===== config.mk =====
export PLATFORM = sky130hd
export DESIGN_NAME = handshake_retry_sender_top_flat
export DESIGN_NICKNAME = d
export VERILOG_FILES = /design/src/sv/hrs_pkg.sv /design/src/sv/hrs_if.sv /design/src/sv/handshake_retry_sender_top.sv /design/src/flat_wrapper.sv
export SDC_FILE = /design/constraint.sdc
export NUM_CORES = 1
export LEC_CHECK = 0
export ABC_AREA = 1
export BUFFER_PORTS_ARGS = -buffer_cell sky130_fd_sc_hd__buf_4
export CELL_PAD_IN_SITES_DETAIL_PLACEMENT = 2
export CELL_PAD_IN_SITES_GLOBAL_PLACEMENT = 2
export CORE_MARGIN = 1.5
export CORE_UTILIZATION = 32
export DETAILED_ROUTE_END_ITERATION = 8
export PLACE_DENSITY_LB_ADDON = 0.1
export SETUP_SLACK_MARGIN = 0.15
export SLEW_MARGIN = 20
export SYNTH_ARGS = -nofsm -noshare
export SYNTH_HDL_FRONTEND = slang
export SYNTH_SLANG_ARGS = --single-unit

===== constraint.sdc =====
create_clock -name clk_i -period 2.8 [get_ports clk_i]
set_input_delay 0.42 -clock clk_i [delete_from_list [all_inputs] [get_ports clk_i]]
set_output_delay 0.42 -clock clk_i [all_outputs]
set_load 0.005 [all_outputs]

===== src/sv/hrs_pkg.sv =====
`default_nettype none

package hrs_pkg;

  localparam int unsigned SeqW     = 7;
  localparam int unsigned ByteW    = 8;
  localparam int unsigned TimeoutW = 16;
  localparam int unsigned RetryW   = 4;
  localparam int unsigned CfgIdxW  = 2;
  localparam int unsigned CfgDataW = 16;

  typedef enum logic [1:0] {
    CMD_NEW     = 2'd0,
    CMD_TICK    = 2'd1,
    CMD_HS_ACK  = 2'd2,
    CMD_CMD_ACK = 2'd3
  } cmd_e;

  typedef enum logic [1:0] {
    KIND_NONE    = 2'd0,
    KIND_HS_REQ  = 2'd1,
    KIND_CMD_PKT = 2'd2
  } kind_e;

  typedef enum logic [2:0] {
    ST_NONE     = 3'd0,
    ST_DONE_OK  = 3'd1,
    ST_HS_FAIL  = 3'd2,
    ST_CMD_FAIL = 3'd3,
    ST_BUSY     = 3'd4
  } status_e;

  typedef enum logic [CfgIdxW-1:0] {
    CFG_TIMEOUT   = 2'd0,
    CFG_RETRY     = 2'd1,
    CFG_SEQ_START = 2'd2,
    CFG_UNUSED    = 2'd3
  } cfg_idx_e;

  localparam logic [TimeoutW-1:0] TimeoutReset  = 16'd100;
  localparam logic [RetryW-1:0]   RetryReset    = 4'd3;
  localparam logic [SeqW-1:0]     SeqStartReset = 7'd0;

  typedef struct packed {
    kind_e              send_kind;
    logic [SeqW-1:0]    send_seq;
    logic [ByteW-1:0]   send_type;
    logic [ByteW-1:0]   send_code;
    status_e            status;
    logic               busy_res;
  } result_t;

endpackage

`default_nettype wire


===== src/sv/hrs_if.sv =====
`default_nettype none

interface hrs_in_if;
  logic       valid;
  logic       ready;
  logic [1:0] cmd;
  logic [7:0] command_type;
  logic [7:0] command_code;

  modport source (output valid, output cmd, output command_type, output command_code,
                  input ready);
  modport sink   (input valid, input cmd, input command_type, input command_code,
                  output ready);
endinterface

interface hrs_out_if;
  logic       valid;
  logic       ready;
  logic [1:0] send_kind;
  logic [6:0] send_seq;
  logic [7:0] send_type;
  logic [7:0] send_code;
  logic [2:0] status;
  logic       busy_res;

  modport source (output valid, output send_kind, output send_seq, output send_type,
                  output send_code, output status, output busy_res, input ready);
  modport sink   (input valid, input send_kind, input send_seq, input send_type,
                  input send_code, input status, input busy_res, output ready);
endinterface

`default_nettype wire


===== src/sv/handshake_retry_sender_top.sv =====
// Stop-and-wait sender with two phases: handshake, then command.
// The input channel carries events: a new command (with type and code bytes),
// a timer tick, a handshake acknowledge or a command acknowledge. Every accepted
// event yields exactly one result on the output channel, which says what to send
// (nothing, a handshake request or the held command packet), a status code and
// whether a transaction is still in progress.
// The state update is computed from the event in the cycle it is accepted and
// the result lands in the output register at that edge.
// Throughput is one event per cycle unless the receiver stalls; the only storage
// in the path is the single output register, which is the limit on how many
// results can wait. When the receiver stalls, the output register holds its
// result and the input stops accepting until that result has been transferred;
// a result can be taken and a new event accepted in the same cycle.
// Reset (rst_ni low, asynchronous) puts the block idle with no result pending,
// timeout 100 ticks, retry limit 3 and sequence number 0.
// The configuration port writes timeout_ticks, retry_limit or seq_start; a
// seq_start write also loads the running sequence number. Writes must be made
// only while the block is idle; the block itself does not enforce this.
`default_nettype none

module handshake_retry_sender_top import hrs_pkg::*; (
  input  wire logic                clk_i,
  input  wire logic                rst_ni,
  hrs_in_if.sink                   in_s,
  hrs_out_if.source                out_s,
  input  wire logic                cfg_we_i,
  input  wire logic [CfgIdxW-1:0]  cfg_idx_i,
  input  wire logic [CfgDataW-1:0] cfg_data_i
);

  typedef enum logic [1:0] {
    PH_IDLE     = 2'd0,
    PH_WAIT_HS  = 2'd1,
    PH_WAIT_CMD = 2'd2
  } phase_e;

  // Configuration registers.
  logic [TimeoutW-1:0] timeout_q;
  logic [RetryW-1:0]   retry_q;

  // Transaction state.
  phase_e              phase_q, phase_d;
  logic [RetryW-1:0]   attempts_q, attempts_d;
  logic [TimeoutW-1:0] elapsed_q, elapsed_d;
  logic [SeqW-1:0]     seq_q, seq_d;
  logic                hs_seen_q, hs_seen_d;
  logic                cmd_seen_q, cmd_seen_d;
  // Held command bytes are payload and are only read after a new command wrote them.
  logic [ByteW-1:0]    held_type_q, held_type_d;
  logic [ByteW-1:0]    held_code_q, held_code_d;

  // Output register.
  logic                out_valid_q;
  result_t             res_q, res_d;

  logic                in_fire;
  logic                out_fire;
  cmd_e                cmd;
  logic [TimeoutW-1:0] elapsed_inc;
  kind_e               kind;
  status_e             status;

  assign out_fire   = out_valid_q && out_s.ready;
  // A new event may enter whenever the output register is free or drains this cycle.
  assign in_s.ready = !out_valid_q || out_s.ready;
  assign in_fire    = in_s.valid && in_s.ready;
  assign cmd        = cmd_e'(in_s.cmd);

  // The elapsed count saturates at its maximum.
  assign elapsed_inc = (elapsed_q == '1) ? elapsed_q : elapsed_q + 1'b1;

  always_comb begin
    phase_d     = phase_q;
    attempts_d  = attempts_q;
    elapsed_d   = elapsed_q;
    seq_d       = seq_q;
    hs_seen_d   = hs_seen_q;
    cmd_seen_d  = cmd_seen_q;
    held_type_d = held_type_q;
    held_code_d = held_code_q;
    kind        = KIND_NONE;
    status      = ST_NONE;

    if (cmd == CMD_NEW) begin
      if (phase_q != PH_IDLE) begin
        status = ST_BUSY;
      end else begin
        held_type_d = in_s.command_type;
        held_code_d = in_s.command_code;
        phase_d     = PH_WAIT_HS;
        attempts_d  = RetryW'(1);
        elapsed_d   = '0;
        kind        = KIND_HS_REQ;
      end
    end else begin
      // Acknowledges are sticky; a flag is consumed only while waiting in its phase.
      if (cmd == CMD_HS_ACK) begin
        hs_seen_d = 1'b1;
      end
      if (cmd == CMD_CMD_ACK) begin
        cmd_seen_d = 1'b1;
      end

      if (phase_q == PH_WAIT_HS && hs_seen_d) begin
        hs_seen_d  = 1'b0;
        phase_d    = PH_WAIT_CMD;
        attempts_d = RetryW'(1);
        elapsed_d  = '0;
        kind       = KIND_CMD_PKT;
      end else if (phase_q == PH_WAIT_CMD && cmd_seen_d) begin
        cmd_seen_d = 1'b0;
        phase_d    = PH_IDLE;
        attempts_d = '0;
        elapsed_d  = '0;
        seq_d      = seq_q + 1'b1;
        status     = ST_DONE_OK;
      end else if (phase_q != PH_IDLE && cmd == CMD_TICK) begin
        elapsed_d = elapsed_inc;
        if (elapsed_inc >= timeout_q) begin
          if (attempts_q < retry_q) begin
            // Timeout with attempts left: resend the packet of this phase.
            attempts_d = attempts_q + 1'b1;
            elapsed_d  = '0;
            kind       = (phase_q == PH_WAIT_HS) ? KIND_HS_REQ : KIND_CMD_PKT;
          end else begin
            status     = (phase_q == PH_WAIT_HS) ? ST_HS_FAIL : ST_CMD_FAIL;
            phase_d    = PH_IDLE;
            attempts_d = '0;
            elapsed_d  = '0;
            seq_d      = seq_q + 1'b1;
          end
        end
      end
    end

    res_d.send_kind = kind;
    res_d.send_seq  = (kind != KIND_NONE) ? seq_q : '0;
    res_d.send_type = (kind == KIND_CMD_PKT) ? held_type_d : '0;
    res_d.send_code = (kind == KIND_CMD_PKT) ? held_code_d : '0;
    res_d.status    = status;
    res_d.busy_res  = (phase_d != PH_IDLE);
  end

  // Control state, configuration and the output valid bit.
  always_ff @(posedge clk_i or negedge rst_ni) begin
    if (!rst_ni) begin
      timeout_q   <= TimeoutReset;
      retry_q     <= RetryReset;
      phase_q     <= PH_IDLE;
      attempts_q  <= '0;
      elapsed_q   <= '0;
      seq_q       <= SeqStartReset;
      hs_seen_q   <= 1'b0;
      cmd_seen_q  <= 1'b0;
      out_valid_q <= 1'b0;
    end else begin
      if (in_fire) begin
        phase_q    <= phase_d;
        attempts_q <= attempts_d;
        elapsed_q  <= elapsed_d;
        seq_q      <= seq_d;
        hs_seen_q  <= hs_seen_d;
        cmd_seen_q <= cmd_seen_d;
      end
      if (in_fire) begin
        out_valid_q <= 1'b1;
      end else if (out_fire) begin
        out_valid_q <= 1'b0;
      end
      if (cfg_we_i) begin
        case (cfg_idx_e'(cfg_idx_i))
          CFG_TIMEOUT:   timeout_q <= cfg_data_i[TimeoutW-1:0];
          CFG_RETRY:     retry_q   <= cfg_data_i[RetryW-1:0];
          CFG_SEQ_START: seq_q     <= cfg_data_i[SeqW-1:0];
          default:       ;
        endcase
      end
    end
  end

  // Payload registers: held bytes and the result.
  always_ff @(posedge clk_i) begin
    if (in_fire) begin
      held_type_q <= held_type_d;
      held_code_q <= held_code_d;
      res_q       <= res_d;
    end
  end

  assign out_s.valid     = out_valid_q;
  assign out_s.send_kind = res_q.send_kind;
  assign out_s.send_seq  = res_q.send_seq;
  assign out_s.send_type = res_q.send_type;
  assign out_s.send_code = res_q.send_code;
  assign out_s.status    = res_q.status;
  assign out_s.busy_res  = res_q.busy_res;

endmodule

`default_nettype wire


===== src/flat_wrapper.sv =====
// flat-port wrapper written by rule: the top's interface ports become plain ports
module handshake_retry_sender_top_flat import hrs_pkg::*;
  (clk_i, rst_ni, cfg_we_i, cfg_idx_i, cfg_data_i, in_s_valid, in_s_cmd, in_s_command_type, in_s_command_code, in_s_ready, out_s_valid, out_s_send_kind, out_s_send_seq, out_s_send_type, out_s_send_code, out_s_status, out_s_busy_res, out_s_ready);
  hrs_in_if in_s_i ();
  hrs_out_if out_s_i ();
  input  wire logic clk_i;
  input  wire logic rst_ni;
  input  wire logic cfg_we_i;
  input  wire logic [CfgIdxW-1:0] cfg_idx_i;
  input  wire logic [CfgDataW-1:0] cfg_data_i;
  input wire logic [$bits(in_s_i.valid)-1:0] in_s_valid;
  input wire logic [$bits(in_s_i.cmd)-1:0] in_s_cmd;
  input wire logic [$bits(in_s_i.command_type)-1:0] in_s_command_type;
  input wire logic [$bits(in_s_i.command_code)-1:0] in_s_command_code;
  output wire logic [$bits(in_s_i.ready)-1:0] in_s_ready;
  output wire logic [$bits(out_s_i.valid)-1:0] out_s_valid;
  output wire logic [$bits(out_s_i.send_kind)-1:0] out_s_send_kind;
  output wire logic [$bits(out_s_i.send_seq)-1:0] out_s_send_seq;
  output wire logic [$bits(out_s_i.send_type)-1:0] out_s_send_type;
  output wire logic [$bits(out_s_i.send_code)-1:0] out_s_send_code;
  output wire logic [$bits(out_s_i.status)-1:0] out_s_status;
  output wire logic [$bits(out_s_i.busy_res)-1:0] out_s_busy_res;
  input wire logic [$bits(out_s_i.ready)-1:0] out_s_ready;
  assign in_s_i.valid = in_s_valid;
  assign in_s_i.cmd = in_s_cmd;
  assign in_s_i.command_type = in_s_command_type;
  assign in_s_i.command_code = in_s_command_code;
  assign in_s_ready = in_s_i.ready;
  assign out_s_valid = out_s_i.valid;
  assign out_s_send_kind = out_s_i.send_kind;
  assign out_s_send_seq = out_s_i.send_seq;
  assign out_s_send_type = out_s_i.send_type;
  assign out_s_send_code = out_s_i.send_code;
  assign out_s_status = out_s_i.status;
  assign out_s_busy_res = out_s_i.busy_res;
  assign out_s_i.ready = out_s_ready;
  handshake_retry_sender_top u_core (.clk_i(clk_i), .rst_ni(rst_ni), .in_s(in_s_i), .out_s(out_s_i), .cfg_we_i(cfg_we_i), .cfg_idx_i(cfg_idx_i), .cfg_data_i(cfg_data_i));
endmodule

* After elaboration in Yosys (flattened, before gate mapping)
Cells that the tools add are included.
** Cells by class
- Add/sub/neg operators :: 3
- $lt $le $gt $ge :: 2
- Equal/unequal tests :: 10
- Multiplexer cells :: 59
- Bitwise gates (word level) :: 1
- Reduce and logical (&&, ||, !) cells :: 20
** Operators by type and width (number)
- 16-bit two-way mux :: 7
- 7-bit two-way mux :: 9
- 8-bit two-way mux :: 4
- 2-bit two-way mux :: 14
- 4-bit two-way mux :: 7
- 3-bit two-way mux :: 7
- 16-bit by 1-bit adder with 16-bit output (second input constant) :: 1
- 16-bit == test (second input constant) :: 1
- 16-bit >= comparator :: 1
- 1-bit two-way mux :: 11
- 2-bit == test (second input constant) :: 5
- 2-bit nonzero test :: 4
- 4-bit nonzero test :: 2
- 7-bit by 1-bit adder with 7-bit output (second input constant) :: 1
- 2-bit by 1-bit == test with 1-bit output (second input constant) :: 3
- 2-bit AND reduction :: 3
- 1-bit logical AND :: 5
- 4-bit by 1-bit adder with 4-bit output (second input constant) :: 1
- 2-bit logical NOT :: 2
- 4-bit less-than comparator :: 1
- 4-bit AND reduction :: 1
- 3-bit AND reduction :: 1
- 2-bit inequality test (second input constant) :: 1
- 1-bit logical NOT :: 1
- 2 further kinds :: 2
** Word-level totals
- Register bits :: 97

* Depth between registers and ports, before layout
- Depth in word-level cells :: 11
- Mapped depth :: 26

* Least setup slack after synthesis
OpenSTA, ideal clock, no wires.
- Path kind :: register to register
- Start :: register u_core.elapsed_q[1]
- End :: register u_core.res_q (netlist bit u_core.out_s.send_code[0]), data pin
- Arrival time :: 2681 ps
- Slack :: -141 ps
- Stages on the path, launching flop included :: 23
- Buffers on the path :: 1
- Cells stage by stage :: dfrtp_1 -> ha_1 -> inv_1 -> nor2_1 -> nand4_1 -> inv_1 -> nand2_2 -> inv_1 -> nor2_1 -> xor2_1 -> inv_1 -> ha_1 -> a21oi_1 -> o21ai_0 -> a21oi_1 -> nand2_1 -> inv_2 -> nor2_1 -> nand3_1 -> nand2_2 -> inv_2 -> buf_6 -> nor2_1
** On the way
- Cells in the longest elaborated chain, start to end :: 9
** Ends and longest elaborated chain
- start: declaration :: RTL line handshake_retry_sender_top.sv:44 : logic [TimeoutW-1:0] elapsed_q, elapsed_d;
- start signal: assignment :: RTL line handshake_retry_sender_top.sv:160 : elapsed_q <= elapsed_d;
- 16-bit by 1-bit adder with 16-bit output or 16-bit == test (tied branches) :: RTL line handshake_retry_sender_top.sv:70 : assign elapsed_inc = (elapsed_q == '1) ? elapsed_q : elapsed_q + 1'b1;
- 16-bit two-way mux * :: RTL line handshake_retry_sender_top.sv:70
- 16-bit >= comparator * :: RTL line handshake_retry_sender_top.sv:119 : if (elapsed_inc >= timeout_q) begin
- 2-bit two-way mux * :: RTL line handshake_retry_sender_top.sv:119
- 2-bit two-way mux * :: RTL line handshake_retry_sender_top.sv:117 : end else if (phase_q != PH_IDLE && cmd == CMD_TICK) begin
- 2-bit two-way mux * :: RTL line handshake_retry_sender_top.sv:110 : end else if (phase_q == PH_WAIT_CMD && cmd_seen_d) begin
- 2-bit two-way mux * :: RTL line handshake_retry_sender_top.sv:104 : if (phase_q == PH_WAIT_HS && hs_seen_d) begin
- 2-bit two-way mux * :: RTL line handshake_retry_sender_top.sv:84 : if (cmd == CMD_NEW) begin
- via u_core.kind[1] :: RTL line handshake_retry_sender_top.sv:60 : kind_e kind;
- 2-bit == test * :: RTL line handshake_retry_sender_top.sv:139 : res_d.send_code = (kind == KIND_CMD_PKT) ? held_code_d : '0;
- end signal: assignment :: RTL line handshake_retry_sender_top.sv:186 : res_q <= res_d;
- end: declaration :: RTL line handshake_retry_sender_top.sv:54 : result_t res_q, res_d;
The timed path passes the listed nets; every way through them passes the cells marked *.
A chain may end at the register's enable or synchronous reset.

* Worst setup path after layout
- Start :: register u_core.elapsed_q[0]
- End :: register u_core.attempts_q[0]
** On the way
- Cells in the longest elaborated chain, start to end :: 5
** Ends and longest elaborated chain
- 16-bit by 1-bit adder with 16-bit output or 16-bit == test (tied branches) :: RTL line handshake_retry_sender_top.sv:70
- 16-bit two-way mux * :: RTL line handshake_retry_sender_top.sv:70
- 16-bit >= comparator * :: RTL line handshake_retry_sender_top.sv:119
- 4-bit nonzero test (no source line) *
- 4-bit AND reduction (no source line) *
- end signal: assignment :: RTL line handshake_retry_sender_top.sv:159 : attempts_q <= attempts_d;
- end: declaration :: RTL line handshake_retry_sender_top.sv:43 : logic [RetryW-1:0] attempts_q, attempts_d;
Mark *: on every way between the ends. The rest lies on a longest branch, timed or not.

==> impl_metrics.json <==
{
  "placed_cells": 929,
  "rsz0062_at_grt": "yes",
  "first_global_vias": 4990,
  "dieArea_sq_um": 17000,
  "power_frac_comb_pct": 46.8,
  "synth_top_area_share_pct": 26.0,
  "cts_root_buf": "clkbuf_16",
  "cp_slowest_stage_delay_ns": 0.38,
  "clock_latency_ns": 0.36,
  "finalCriticalPeriod_ns": 3.35,
  "clk_pin_slew_ns": 0.07,
  "crit_arrival_ns": 3.58,
  "worst_pin_slew_ns": 0.935,
  "clock_skew_ns": 0.0121,
  "syn_area_per_cell_sq_um": 8.83,
  "place_congestion": 0.775,
  "grt_use_met3_pct": 2.81,
  "post-route-cell-area_sq_um": 7430,
  "irDropWorstVdd_uv": 387,
  "fillerInstances": 1726,
  "ys_ff_latch": 97,
  "syn_area_sq_um": 5200,
  "fp.dieW_um": 130,
  "cts_htree_levels": 3,
  "fin_nets": 807,
  "use_met2_pct": 36.1,
  "utilization_pct": 46.7,
  "r2r_cells": 22,
  "critPathMostFrequentCell": "buf_4",
  "use_met1_pct": 24.3,
  "slowest_stage": "dfrtp_1",
  "async_flop_share_pct": 53.6,
  "n_antenna_cell": 0,
  "clockBufferDepth": 2,
  "via_count": 4580,
  "r2r-start": "u_core.elapsed_q[0]",
  "cts_hold_buffers": 0,
  "route.detailed.wl_per_inst_um": 17.4,
  "fin_crit_sh_pct": 119,
  "path_buf_inv": 8,
  "synthCells": 589,
  "multi_input_area_sq_um": 2470,
  "fmax_ghz": 0.299,
  "worstSetupPathType": "flip-flop to flip-flop",
  "die-height_um": 130,
  "core_sq_um": 15900,
  "first_pass_iters": 4,
  "num_rows": 46,
  "worstReg2RegEnd": "u_core.attempts_q[0]",
  "crit_path_start_kind": "flip-flop",
  "synthesis.nets": 652,
  "synth_edf_count": 45,
  "required_ns": 3.03,
  "yosys.area.top_type": "edfxtp_1",
  "area_growth_pct": 42.8,
  "path_cells": "inv_1 > nor3_4 > buf_4 > buf_4 > nand2_1 > nor2_2 > nand2_2 > xor2_2 > inv_1 > ha_1 > a21oi_2 > o21ai_2 > a21oi_2 > nand2_2 > inv_2 > buf_4 > nand2_4 > nand2_4 > inv_4 > buf_4 > nor2_1 > a31oi_1",
  "endpoint_kind": "flip-flop",
  "fin_hold_ws_ns": 0.110,
  "critPathMaxFanout": 3,
  "maxCapViolations": 0,
  "final_common_cell": "buf_4",
  "viasPerCell": 4.75,
  "grt_busiest_layer": "met2",
  "outcome": "complete, but fails checks",
  "final-seq-area_sq_um": 2660,
  "ys.flop_type": "dfrtp_1",
  "netlist-cell-type-count": 39,
  "pwr-share-seq_pct": 33.6,
  "powerDensity_nw_per_um2": 831,
  "drc": 0,
  "path_delay_family": "simple AND/OR/NAND/NOR gates",
  "hpwl_um": 11400,
  "start_util_pct": 32.7,
  "drtIter0Drc": 106,
  "clockPowerShare_pct": 19.5,
  "finalWorstSetupSlack_ns": -0.545,
  "hold_path_class": "primary input to async pin",
  "grt-ovfl-total": 0,
  "final_cell_mix": "141 x buf_4, 111 x inv_1, 87 x nand2_1",
  "reg2reg_slack_ns": -0.55,
  "failed_checks": "negative setup slack",
  "placed_cell_area_sq_um": 6500,
  "p_switching_mw": 2.41,
  "seq_area_frac_synth_pct": 51.1,
  "port_buffers": 71,
  "setup_viol_count_final": 57,
  "layout-drive-gt1-share_pct": 39.5,
  "cts_tree": "yes",
  "cts_sinks": 97,
  "drt_wl_total_um": 16800,
  "final_antenna_net_count": 0,
  "grt_usage_pct": 20.0,
  "leakage_nw": 3.57,
  "io_pins": 72,
  "max_slew_margin_pct": 37.5,
  "netlist_top_cells_area": "edfxtp_1 26%, dfrtp_1 23%, inv_1 8.7%",
  "intPower_mw": 3.76,
  "final_max_slew_viol_count": 0,
  "grt_pass1_wl_um": 25800,
  "synth_warnings": 0,
  "hold_viol_final": 0,
  "switching_share_pct": 39.1,
  "grt_antenna_before_repair": 0,
  "layout.cells.non_filler": 965,
  "cts_buffers": 9,
  "grt_max_degree": 53
}
-- how the worst max path moves through the flow --
stage | from | end | slack, ns | cells after the start
2_1_floorplan | u_core.elapsed_q[1] | u_core.out_s.send_code[0] | -0.03 | 22
3_3_place_gp | u_core.elapsed_q[2] | u_core.out_s.send_seq[6] | -0.38 | 18
3_5_place_dp | u_core.elapsed_q[2] | u_core.out_s.send_seq[6] | -0.51 | 18
4_1_cts | u_core.elapsed_q[1] | u_core.out_s.send_type[4] | -0.40 | 23
5_1_grt | u_core.elapsed_q[1] | u_core.attempts_q[3] | -0.74 | 28
6_report | u_core.elapsed_q[0] | u_core.attempts_q[0] | -0.55 | 22
-- layer usage --
| metal | routed length, um | part of all wire (%) | up-vias |
|---|---|---|---|
| met2 | 8870 | 53 | 72 |
| met4 | 296 | 1.8 | 0 |
| met1 | 7220 | 43 | 2299 |
| met3 | 449 | 2.7 | 20 |
| met5 | 0 | 0 | - |
| li1 | - | - | 2189 |
-- through the flow --
stage	power (mW)	setup WS (ns)	setup TNS, ns
floorplan	3.34	-0.0270	-0.270
global placement	4.22	-0.377	-15.10
detailed placement	4.41	-0.505	-21.14
CTS	5.82	-0.401	-18.10
global route	6.59	-0.744	-36.90
finish	6.17	-0.545	-25.62
-- synthesized netlist by cell type, types with 6 or more instances --
cell / n
inv_1: 120
nand2_1: 102
nor2_1: 67
dfrtp_1: 47
edfxtp_1: 45
o21ai_0: 37
a21oi_1: 32
nand3_1: 23
ha_1: 22
xor2_1: 12
o22ai_2: 10
nor3_1: 8
o22ai_1: 6
-- state kept, by name, summed over array words and instances (netlist names) --
name	cells
u_core.phase_q	2
u_core.cmd_seen_q	1
u_core.out_s.send_code	8
u_core.out_s.status	3
u_core.out_s.send_type	8
u_core.held_type_q	8
u_core.hs_seen_q	1
u_core.out_s.send_kind	2
u_core.out_s.send_seq	7
u_core.held_code_q	8
u_core.out_s.busy_res	1
u_core.elapsed_q	16
u_core.attempts_q	4
u_core.seq_q	7
u_core.timeout_q	16
u_core.out_s.valid	1
u_core.retry_q	4
-- cell type report --
type	instances	share of cell area, %
tap	216	3.64
multi-input combinational	358	33.2
sequential	97	35.8
inverter	124	6.47
clock inverter	6	0.607
clock buffer	10	3.08
timing repair buffer	154	17.2
-- repair_timing --
action / in CTS / in global routing
setup endpoints to repair: 57 / 57
endpoints found under the hold margin: 0 / 0
setup buffers: 12 / 5
pin swaps: 14 / 19
gates resized for setup: 32 / 85
gates cloned: 1 / 2
-- power groups by stage --
stage / Sequential, mW / Combinational, mW / Clock [mW]
final: 2.08 / 2.89 / 1.21
after global routing: 2.11 / 3.18 / 1.30
after CTS: 2.07 / 2.51 / 1.24
after detailed placement: 2.09 / 2.32 / 0
after global placement: 2.06 / 2.17 / 0
after floorplan: 2.04 / 1.30 / 0
-- cell families after synthesis --
| kind of cell | count (synthesis) | share of synthesized area, % |
|---|---|---|
| buf+inv | 134 | 10.2 |
| simple gates | 229 | 19.9 |
| compound gates | 93 | 11.1 |
| fa+ha+maj | 22 | 5.29 |
| xor+xnor | 14 | 2.36 |
| flops | 97 | 51.1 |
No activity file was read; power rests on OpenSTA's default activity.
